### config.mk
export PLATFORM = sky130hd
export DESIGN_NAME = lhtn_top
export DESIGN_NICKNAME = d
export VERILOG_FILES = /design/src/hdl/lhtn_pkg.sv /design/src/hdl/lhtn_top.sv
export SDC_FILE = /design/constraint.sdc
export NUM_CORES = 2
export LEC_CHECK = 0
export ABC_CLOCK_PERIOD_IN_PS = 5100
export BUFFER_PORTS_ARGS = -buffer_cell sky130_fd_sc_hd__buf_2
export CORE_ASPECT_RATIO = 0.6
export CORE_MARGIN = 1
export CORE_UTILIZATION = 64
export CTS_CLUSTER_SIZE = 40
export DETAILED_ROUTE_END_ITERATION = 10
export HOLD_SLACK_MARGIN = 0.15
export PLACE_DENSITY = 0.85
export SYNTH_ARGS = -nofsm -noshare
export SYNTH_HDL_FRONTEND = slang
export SYNTH_SLANG_ARGS = --single-unit
### constraint.sdc
create_clock -name clk -period 5.1 [get_ports clk]
set_input_delay 0.255 -clock clk [delete_from_list [all_inputs] [get_ports clk]]
set_output_delay 0.255 -clock clk [all_outputs]
set_load 0.03 [all_outputs]
### src/hdl/lhtn_pkg.sv
// Shared types and constants for the latency log2 histogram with top-N list.
package lhtn_pkg;

	localparam int CNT_W     = 64;    // histogram counter width
	localparam int NS_W      = 64;    // elapsed time width
	localparam int DLT_W     = 55;    // microsecond delta width
	localparam int STK_W     = 32;    // stack id width
	localparam int IDX_W     = 6;     // read index, bucket and rank width
	localparam int NS_PER_US = 1000;

	localparam logic [STK_W-1:0] NO_STACK = '1;

	localparam logic [1:0] OP_RECORD = 2'd0;
	localparam logic [1:0] OP_RD_BKT = 2'd1;
	localparam logic [1:0] OP_RD_TOP = 2'd2;

	// divider result, valid for the cycle that done is high
	typedef struct packed {
		logic             done;
		logic [DLT_W-1:0] quot;
		logic [IDX_W-1:0] lg;
	} div_res_t;

endpackage

### src/hdl/lhtn_top.sv
// Descending top-N list of (delta, stack) with parallel compare-and-shift insert.
module lhtn_top #(
	parameter int TOP_N = 8
) (
	input  logic                         clk,
	input  logic                         arst_n,
	input  logic                         ins_en,
	input  logic [lhtn_pkg::DLT_W-1:0]   ins_delta,
	input  logic [lhtn_pkg::STK_W-1:0]   ins_stack,
	output logic [lhtn_pkg::IDX_W-1:0]   ins_rank,
	input  logic [lhtn_pkg::IDX_W-1:0]   rd_idx,
	output logic [lhtn_pkg::DLT_W-1:0]   rd_delta,
	output logic [lhtn_pkg::STK_W-1:0]   rd_stack
);

	logic [lhtn_pkg::DLT_W-1:0] dlt_q [TOP_N];
	logic [lhtn_pkg::STK_W-1:0] stk_q [TOP_N];
	logic [TOP_N-1:0]           ge;

	// list stays sorted, so ge is a run of ones from the first hit to the end
	always_comb begin
		for (int i = 0; i < TOP_N; i++) begin
			ge[i] = (ins_delta >= dlt_q[i]);
		end
	end

	always_comb begin
		ins_rank = lhtn_pkg::IDX_W'(TOP_N);
		for (int i = TOP_N - 1; i >= 0; i--) begin
			if (ge[i]) begin
				ins_rank = lhtn_pkg::IDX_W'(i);
			end
		end
	end

	always_comb begin
		rd_delta = '0;
		rd_stack = '0;
		for (int i = 0; i < TOP_N; i++) begin
			if (rd_idx == lhtn_pkg::IDX_W'(i)) begin
				rd_delta = dlt_q[i];
				rd_stack = stk_q[i];
			end
		end
	end

	always_ff @(posedge clk or negedge arst_n) begin
		if (!arst_n) begin
			for (int i = 0; i < TOP_N; i++) begin
				dlt_q[i] <= '0;
				stk_q[i] <= '0;
			end
		end else if (ins_en) begin
			for (int i = 0; i < TOP_N; i++) begin
				if (ge[i]) begin
					if (i == 0) begin
						dlt_q[i] <= ins_delta;
						stk_q[i] <= ins_stack;
					end else if (!ge[(i > 0) ? i - 1 : 0]) begin
						dlt_q[i] <= ins_delta;
						stk_q[i] <= ins_stack;
					end else begin
						dlt_q[i] <= dlt_q[(i > 0) ? i - 1 : 0];
						stk_q[i] <= stk_q[(i > 0) ? i - 1 : 0];
					end
				end
			end
		end
	end

endmodule

==> summary.md <==
| Metric | Value |
|---|---|
| Reg2reg end | dlt_q[280] |
| Clock sinks | 696 |
| Num ports | 189 |
| Yosys top cell by area | dfrtp_1 |
| Endpoints failing hold | 0 |
| Later-pin clock latency in the skew report | 0.65 ns |
| Core area | 72600 um^2 |
| Layout cells sized above 1 | 0.106 |
| Reg2Reg Depth | 13 |
| Area of the multi-input gates | 27100 um^2 |
| Class of the worst hold path | primary input to flip-flop |
| Sw frac | 0.456 |
| CTS tree | built |
| CP Max Fanout | 15 |
| Count leader, synth | a21oi_1 |
| Relative slew slack | 0.187 |
| Max VDD drop | about 920 uV |
| Clock share of power | 0.160 |
| Psw | 15.6 mW |
| Root Buffer | clkbuf_16 |
| Ys flop type | dfrtp_1 |
| Synth warn | 0 |
| Max Clk Rate | 202 MHz |
| Worst Hold Depth | 3 |
| DP Wirelength | 97500 um |
| Register share of total power | 0.323 |
| Top cells by count, synth | 1052 x a21oi_1, 696 x dfrtp_1, 675 x mux2i_1, 583 x nor2_1, 441 x inv_1 |
| Final ANT Viol Nets | 0 |
| Largest net degree at the start of global routing | 168 |
| Die width | roughly 350 um |
| Leakage | 25.5 nW |
| Yosys reg bits | 696 |
| Post-synth EDFFs | 0 |
| First-pass GRT wire length | 238000 um |
| Crit path to | ins_rank[1] |
| CTS resizes | 0 |
| Crit path arrival time | 4.70 ns |
| Number of global-route vias before repair | 41400 |
| # setup viols final | 0 |
| Via Count | 42300 |
| Final Skew | 0.0308 ns |
| Die Y | around 210 um |
| Initial antenna violation count | 4 |
| Final Wtd Congestion | 1.00 |
| DRC viols | 0 |
| CP startpoint | dlt_q[312] |
| Vias per inst | 6.79 |
| Gate Count Post-Synth | 5130 |
| Largest cells by area after synthesis | dfrtp_1 37%, mux2i_1 14%, ha_1 12% |
| Power density over cell area | 651 nW/um^2 |
| Required time worst endpoint | just under 5 ns |
| WL final | 153000 um |
| Register area share after synthesis | 0.366 |
| CTS H-tree lvls | 3 |
| Asr flop ratio synth | 1.00 |
| Wire per inst | 24.7 um |
| Synth-to-layout area growth | 10.1% |
| Mean post-synth cell area | 9.27 um^2 |
| CTS Buf Count | 70 |
| Unrepaired setup endpoints after global routing | false |
| Design Power | 34.1 mW |
| Pre-Repair DR Iteration Count | 8 |
| Minimum clock period | just under 5 ns |
| Input/output buffers | ~190 |
| Comb pwr share | 0.516 |
| FF+latch area | 17400 um^2 |
| Crit path capture type | primary output |
| Max Slew Vio Count | 0 |
| Worst Tran Pin Value | 1.21 ns |
| Std cell rows | 76 |
| Maxcap violations | 0 |
| Final Cycle Share | 0.971 |
| Clock-pin slew on the worst setup and hold paths | 0.06 ns |
| DRT iter0 DRCs | 6273 |
| Area share of the largest cell type after synthesis | 0.366 |
| Internal Power | 18.5 mW |
| Synth unique cells | 67 |
| Reg2Reg Launch Point | dlt_q[312] |
| FF-to-FF setup slack | about 0.45 ns |
| Status | complete, no violations |
| Sum Neg Setup Slack | 0 ns |
| GRT Total Usage | 0.405 |
| Layout Nets | 5728 |
| Startpoint type of the worst setup path | flip-flop |
| Critical path class | flip-flop to primary output |
| Die area | 75400 um^2 |
| Initial Utilization | 0.655 |
| Remaining Overflow, GRT | 0 |
| Fillers | a little over 5000 |
| CTS Buffer Depth | 3 |
| Post-Syn Area | 47600 um^2 |
-- power groups by stage --
stage	sequential, mW	clock [mW]	combinational (mW)
floorplan	10.0	0	12.7
global placement	10.7	0	16.0
detailed placement	10.9	0	16.8
CTS	10.9	5.45	17.1
global route	11.3	5.65	19.1
finish	11.0	5.47	17.6
-- layout by cell type, fill, tap and decap left out, types with 80 or more instances in the layout --
| cell type | n |
|---|---|
| mux2i_1 | 675 |
| dlygate4sd3_1 | 85 |
| nor2_1 | 581 |
| o21ai_0 | 114 |
| dfrtp_1 | 696 |
| mux4_2 | 80 |
| ha_1 | 440 |
| inv_1 | 441 |
| buf_2 | 183 |
| a21oi_1 | 1049 |
| nand2_1 | 152 |
-- repair_timing --
item	4_1_cts	5_1_grt
hold endpoints to repair	627	0
buffers inserted	0	0
hold buffers	85	0
-- how the worst min path moves through the flow --
stage             startpoint         end  slack (ns)
6_report       ins_delta[36]  dlt_q[421]        0.18
5_1_grt        ins_delta[37]  dlt_q[422]        0.18
4_1_cts        ins_delta[37]  dlt_q[422]        0.15
3_5_place_dp          arst_n   dlt_q[89]        0.30
3_3_place_gp          arst_n   dlt_q[38]        0.31
2_1_floorplan         arst_n    dlt_q[0]       -0.04
-- layout make-up --
| cell class | instances | area share |
|---|---|---|
| inverters | 441 | 0.0316 |
| well taps | 975 | 0.0233 |
| clock buffers | 105 | 0.0398 |
| flip-flops and latches | 696 | 0.333 |
| diodes | 1 | 0.0000478 |
| multi-input cells | 3628 | 0.517 |
| repair buffers | 355 | 0.0513 |
| clock inverters | 19 | 0.00466 |
-- routing by layer --
| layer | track usage | wire, um |
|---|---|---|
| met1 | 0.566 | 60500 |
| met5 | 0 | 80 |
| met3 | 0.138 | 23100 |
| met2 | 0.577 | 63400 |
| met4 | 0.160 | 6270 |
-- critical path: stages (launching register included) --
cell and delay, ns:
dfrtp_1 0.37, inv_1 0.07, ha_1 0.32, nand4_1 0.30
nor4_1 0.45, buf_4 0.23, o211ai_1 0.13, a211oi_1 0.71
o311ai_4 0.39, nand2_2 0.30, buf_4 0.35, o31a_1 0.21
buf_2 0.20
-- state kept, by name, summed over array words and instances, names as in the netlist --
signal,count
dlt_q,440
stk_q,256
-- through the flow --
| stage | util | setup slack, ns | instances | hold slack [ns] | instance area, um^2 |
|---|---|---|---|---|---|
| global route | 0.721 | 0.118 | 6219 | 0.185 | 52400 |
| CTS | 0.721 | 0.359 | 6218 | 0.152 | 52400 |
| global placement | 0.677 | 0.803 | 6009 | 0.315 | 49200 |
| finish | 0.721 | 0.149 | 6220 | 0.180 | 52400 |
| detailed placement | 0.677 | 0.698 | 6009 | 0.302 | 49200 |
| floorplan | - | 1.94 | 5131 | -0.0406 | 47600 |
-- cell families after synthesis --
logic type,Yosys count,synth area share
AO/OA/AOI/OAI,1403,0.163
adder cells (fa/ha/maj),440,0.116
buffers and inverters,807,0.0688
flip-flops,696,0.366
multiplexers,854,0.203
other,1,0.0000789
AND/OR/NAND/NOR,929,0.0831
(Power assumes the default switching activity.)
