==> src/hdl/lhtn_pkg.sv <==
// Shared types and constants for the latency log2 histogram with top-N list.
package lhtn_pkg;

	localparam int CNT_W     = 64;    // histogram counter width
	localparam int NS_W      = 64;    // elapsed time width
	localparam int DLT_W     = 55;    // microsecond delta width
	localparam int STK_W     = 32;    // stack id width
	localparam int IDX_W     = 6;     // read index, bucket and rank width
	localparam int NS_PER_US = 1000;

	localparam logic [STK_W-1:0] NO_STACK = '1;

	localparam logic [1:0] OP_RECORD = 2'd0;
	localparam logic [1:0] OP_RD_BKT = 2'd1;
	localparam logic [1:0] OP_RD_TOP = 2'd2;

	// divider result, valid for the cycle that done is high
	typedef struct packed {
		logic             done;
		logic [DLT_W-1:0] quot;
		logic [IDX_W-1:0] lg;
	} div_res_t;

endpackage

==> src/hdl/lhtn_div.sv <==
// Ns-to-us divide by 1000 as a reciprocal multiply on one 32x32 multiplier, with floor log2.
module lhtn_div (
	input  logic                         clk,
	input  logic                         arst_n,
	input  logic                         start,
	input  logic [lhtn_pkg::NS_W-1:0]    dividend,
	output lhtn_pkg::div_res_t           res
);

	// ns / 1000 == (ns >> 3) / 125 == ((ns >> 3) * RECIP) >> 68 for every 61-bit value,
	// since the reciprocal error (19) times 2^61 stays below 2^68
	localparam int          YW    = lhtn_pkg::NS_W - 3;
	localparam int          QSH   = 68;
	localparam int          ACC_W = 128;
	localparam logic [63:0] RECIP = 64'd2361183241434822607;   // ceil(2^68 / 125)

	logic [YW-1:0]              y_q;
	logic [2:0]                 step_q;
	logic                       run_q;
	logic                       done_q;
	logic [31:0]                mul_a;
	logic [31:0]                mul_b;
	logic [63:0]                prod_q;
	logic [ACC_W-1:0]           acc_q;
	logic [ACC_W-1:0]           addend;
	logic [lhtn_pkg::DLT_W-1:0] quot;
	logic [lhtn_pkg::IDX_W-1:0] lg;

	// partial products lo*lo, lo*hi, hi*lo, hi*hi, one per step
	assign mul_a = step_q[1] ? 32'(y_q[YW-1:32]) : y_q[31:0];
	assign mul_b = step_q[0] ? RECIP[63:32] : RECIP[31:0];

	// the product registered in the previous step, placed at its weight
	always_comb begin
		unique case (step_q)
			3'd2, 3'd3: addend = {32'd0, prod_q, 32'd0};
			3'd4:       addend = {prod_q, 64'd0};
			default:    addend = {64'd0, prod_q};
		endcase
	end

	assign quot = acc_q[QSH +: lhtn_pkg::DLT_W];

	// floor log2, zero maps to zero
	always_comb begin
		lg = '0;
		for (int i = 0; i < lhtn_pkg::DLT_W; i++) begin
			if (quot[i]) begin
				lg = lhtn_pkg::IDX_W'(i);
			end
		end
	end

	always_ff @(posedge clk or negedge arst_n) begin
		if (!arst_n) begin
			run_q  <= 1'b0;
			done_q <= 1'b0;
			step_q <= '0;
		end else begin
			done_q <= 1'b0;
			if (start) begin
				run_q  <= 1'b1;
				step_q <= '0;
			end else if (run_q) begin
				step_q <= step_q + 3'd1;
				if (step_q == 3'd4) begin
					run_q  <= 1'b0;
					done_q <= 1'b1;
				end
			end
		end
	end

	always_ff @(posedge clk) begin
		if (start) begin
			y_q   <= dividend[lhtn_pkg::NS_W-1:3];
			acc_q <= '0;
		end else if (run_q) begin
			prod_q <= {32'd0, mul_a} * {32'd0, mul_b};
			if (step_q != 3'd0) begin
				acc_q <= acc_q + addend;
			end
		end
	end

	assign res.done = done_q;
	assign res.quot = quot;
	assign res.lg   = lg;

endmodule

==> config.mk <==
export PLATFORM = sky130hd
export DESIGN_NAME = lhtn_div
export DESIGN_NICKNAME = d
export VERILOG_FILES = /design/src/hdl/lhtn_pkg.sv /design/src/hdl/lhtn_div.sv
export SDC_FILE = /design/constraint.sdc
export NUM_CORES = 2
export LEC_CHECK = 0
export CAP_MARGIN = 20
export CORE_ASPECT_RATIO = 0.9
export CORE_MARGIN = 2
export CORE_UTILIZATION = 30
export DETAILED_ROUTE_END_ITERATION = 7
export DONT_BUFFER_PORTS = 1
export GPL_TIMING_DRIVEN = 0
export PLACE_DENSITY = 0.51
export SLEW_MARGIN = 20
export SYNTH_ARGS = -nofsm -noshare
export SYNTH_HDL_FRONTEND = slang
export SYNTH_SLANG_ARGS = --single-unit
==> constraint.sdc <==
create_clock -name clk -period 9 [get_ports clk]
set_clock_uncertainty 0.15 [all_clocks]
set_input_delay 1.8 -clock clk [delete_from_list [all_inputs] [get_ports clk]]
set_output_delay 1.8 -clock clk [all_outputs]
set_load 0.02 [all_outputs]
==> flow_summary.json <==
{
  "status": "finished, violations left",
  "violations": "setup timing",
  "cpPeakStageDelay_ns": 0.57,
  "max_freq_mhz": 111,
  "io_pins": 129,
  "drive_above_1_share_pct": 11.9,
  "overflow": 0,
  "ant_nets": 0,
  "grt_use_total_pct": 20.6,
  "synth_area_leaders": "fa_1, ha_1, edfxtp_1",
  "postSynthCellCount": 4718,
  "whs_ns": 0.305,
  "cts_buffers": 37,
  "gp_congestion": 0.986,
  "final_util_pct": 34.9,
  "grt_first_pass_wirelength_um": 226000,
  "dr.pass1.iters": 8,
  "antenna_found_initial": 3,
  "hold_buffers": 0,
  "grt_max_degree": 68,
  "ys_async_sr_fraction_pct": 1.98,
  "timing.final.ws_setup_ns": -0.0289,
  "die_h_um": 365,
  "relSlewSlack_pct": 28.0,
  "criticalPathCategory": "flop to flop",
  "timing.final.max_slew_violations": 0,
  "dp_slack_ns": -2.48,
  "htreeDepth": 2,
  "post-route-drc-count": 0,
  "finalSetupViolations": 1,
  "cts_tree": "built",
  "grt_pass1_vias": 34400,
  "synth_top_cell_area_share_pct": 32.4,
  "synth_cell_types": 102,
  "drt-vias-per-instance": 4.91,
  "cp-start-kind": "flop",
  "core.rowCount": 132,
  "finalCriticalPeriod_ns": 9.03,
  "synth-edff-count": 125,
  "ys_warn_count": 0,
  "syn-cell-area_um2": 43500,
  "clock_sinks": 253,
  "finalCritPeriodShare_pct": 100,
  "seqCellArea_um2": 6340,
  "final-hold-violation-count": 0,
  "fill_cells": 15000,
  "cts-root-buf": "clkbuf_16",
  "arrival_ns": 9.21,
  "yosys.area.top_type": "fa_1",
  "slowest_stage": "fa_2",
  "min_path_type": "flop to flop",
  "cp_max_fo": 8,
  "synth-seq-cells": 253,
  "io_buffers": 0,
  "ys_seq_area_share_pct": 14.6,
  "postSynthAreaPerCell_um2": 9.22,
  "clock_path_buffers": 3,
  "die_x_um": 405,
  "wl_um": 152000,
  "tightest_slew_ns": 1.08,
  "rsz0062_at_grt": "yes",
  "max_cap_viol_count": 0,
  "endpoint_kind": "flop",
  "area_growth_syn_to_layout_pct": 15.6,
  "num_vias": 34100,
  "initial_core_util_pct": 30.2,
  "multi_input_area_um2": 33700,
  "nets": 6243,
  "drt_iter0_drc": 2756,
  "clk_pin_slew_ns": 0.06,
  "synth_flop_cell": "edfxtp_1",
  "antennaDiodeCount": 0,
  "core_area_um2": 144000,
  "critical_path_required_ns": 9.18,
  "dpl.hpwl_um": 127000,
  "clk_latency_ns": 0.66,
  "die_area_um2": 148000,
  "wl_per_cell_um": 22.0
}
-- metal layers --
layer  share of wire [%]  track usage, %  up-vias
li1                    -               -    15800
met1                  47            30.0    17100
met2                  43            31.6     1027
met3                 6.5            3.23      170
met4                 2.9            5.34        2
met5              0.0085               0        -
-- synth_stat cells (17+ instances only) --
cell,number
inv_1,1000
fa_1,704
ha_1,495
nand2_1,402
a21oi_1,284
nor2_1,217
o21ai_0,140
edfxtp_1,125
dfxtp_1,123
a21o_1,120
clkbuf_1,108
xnor2_1,105
and3_1,90
nand3_1,81
nand4_1,58
buf_4,57
xor2_1,55
o21bai_1,47
nor3_1,46
a22o_1,35
mux2i_1,33
o21a_1,26
a211oi_1,22
a31oi_1,22
buf_2,21
o21ai_1,21
nor2b_1,18
nor4_1,18
nand2b_1,17
-- final cells by class --
type	count	share of cell area, %
Clock inverter	18	0.358
Inverter	1001	7.82
Timing Repair Buffer	190	3.28
Buffer	195	2.12
Sequential cell	253	12.6
Clock buffer	47	1.99
Multi-Input combinational cell	3299	67.0
Tap cell	1943	4.83
-- final timing paths --
kind | start | to | slack, ns | cells after the start
setup / recovery | step_q[1] | prod_q[59] | -0.03 | 33
min in group asynchronous | arst_n | done_q | 0.69 | 0
hold / removal | acc_q[60] | acc_q[60] | 0.30 | 2
max in group asynchronous | arst_n | step_q[1] | 7.87 | 0
setup reg to reg | step_q[1] | prod_q[59] | -0.03 | 33
hold reg to reg | acc_q[60] | acc_q[60] | 0.30 | 2
-- through the flow --
| step | area (um2) | std cells | setup TNS, ns |
|---|---|---|---|
| 6_report | 50300 | 6946 | -0.0289 |
| 5_1_grt | 50300 | 6946 | -1.95 |
| 4_1_cts | 49600 | 6889 | -0.0612 |
| 3_5_place_dp | 46200 | 6696 | -66.55 |
| 3_3_place_gp | 46100 | 6692 | -99.32 |
| 2_1_floorplan | 43700 | 4749 | 0 |
-- sequential cells by signal, indices dropped and copies added, names as in the netlist --
register / flops
step_q: 3
run_q: 1
acc_q: 123
done_q: 1
prod_q: 64
y_q: 61
-- what timing repair did --
item                                    CTS  global route
hold endpoints to repair                  0             0
gates resized for setup                 247            66
endpoints found under the setup margin   51            20
pin swaps                                37            21
gates cloned                              1             0
setup buffers                           128            57
-- worst max-delay path: cells and delay by family, from the launching register on --
kind	cells	cell delay [ns]
fa+ha+maj	9	4.38
buf+inv	13	1.41
compound gates	6	1.35
simple gates	3	0.55
flops	1	0.49
mux	1	0.23
xor+xnor	1	0.12
-- cells by family (layout without fill, tap and decap cells) --
group | count (synthesis) | count (layout) | synth area share, %
adder cells (fa/ha/maj) | 1199 | 1199 | 46.6
buffers and inverters | 1197 | 1451 | 10.9
AND/OR/NAND/NOR | 1010 | 1010 | 10.8
AO/OA/AOI/OAI | 863 | 863 | 13.1
flip-flops | 253 | 253 | 14.6
XOR/XNOR | 160 | 160 | 3.22
multiplexers | 34 | 34 | 0.785
other | 2 | 33 | 0.0173
-- cells in the final DEF, fill, tap and decap left out, types with 20 or more instances in the layout --
cell and instances:
clkinvlp_4 46, a21oi_1 272, xor2_1 54, ha_1 485, edfxtp_1 125, fa_1 688, o21a_1 26, a22o_1 35
a31oi_1 20, and3_1 89, mux2i_4 28, dfxtp_1 123, o21ai_1 26, nor2_4 33, buf_4 228, o21ai_0 133
nand3_1 79, nand4_1 58, conb_1 33, o21bai_1 47, a21o_1 120, inv_1 944, nand2_1 386, clkbuf_16 38
buf_2 21, nor2_1 173, clkbuf_1 103, nor3_1 46, xnor2_1 105
Power is left out: the tool's default activity adds up to more than one toggle a clock period on the data nets, which glitch-free logic cannot reach.
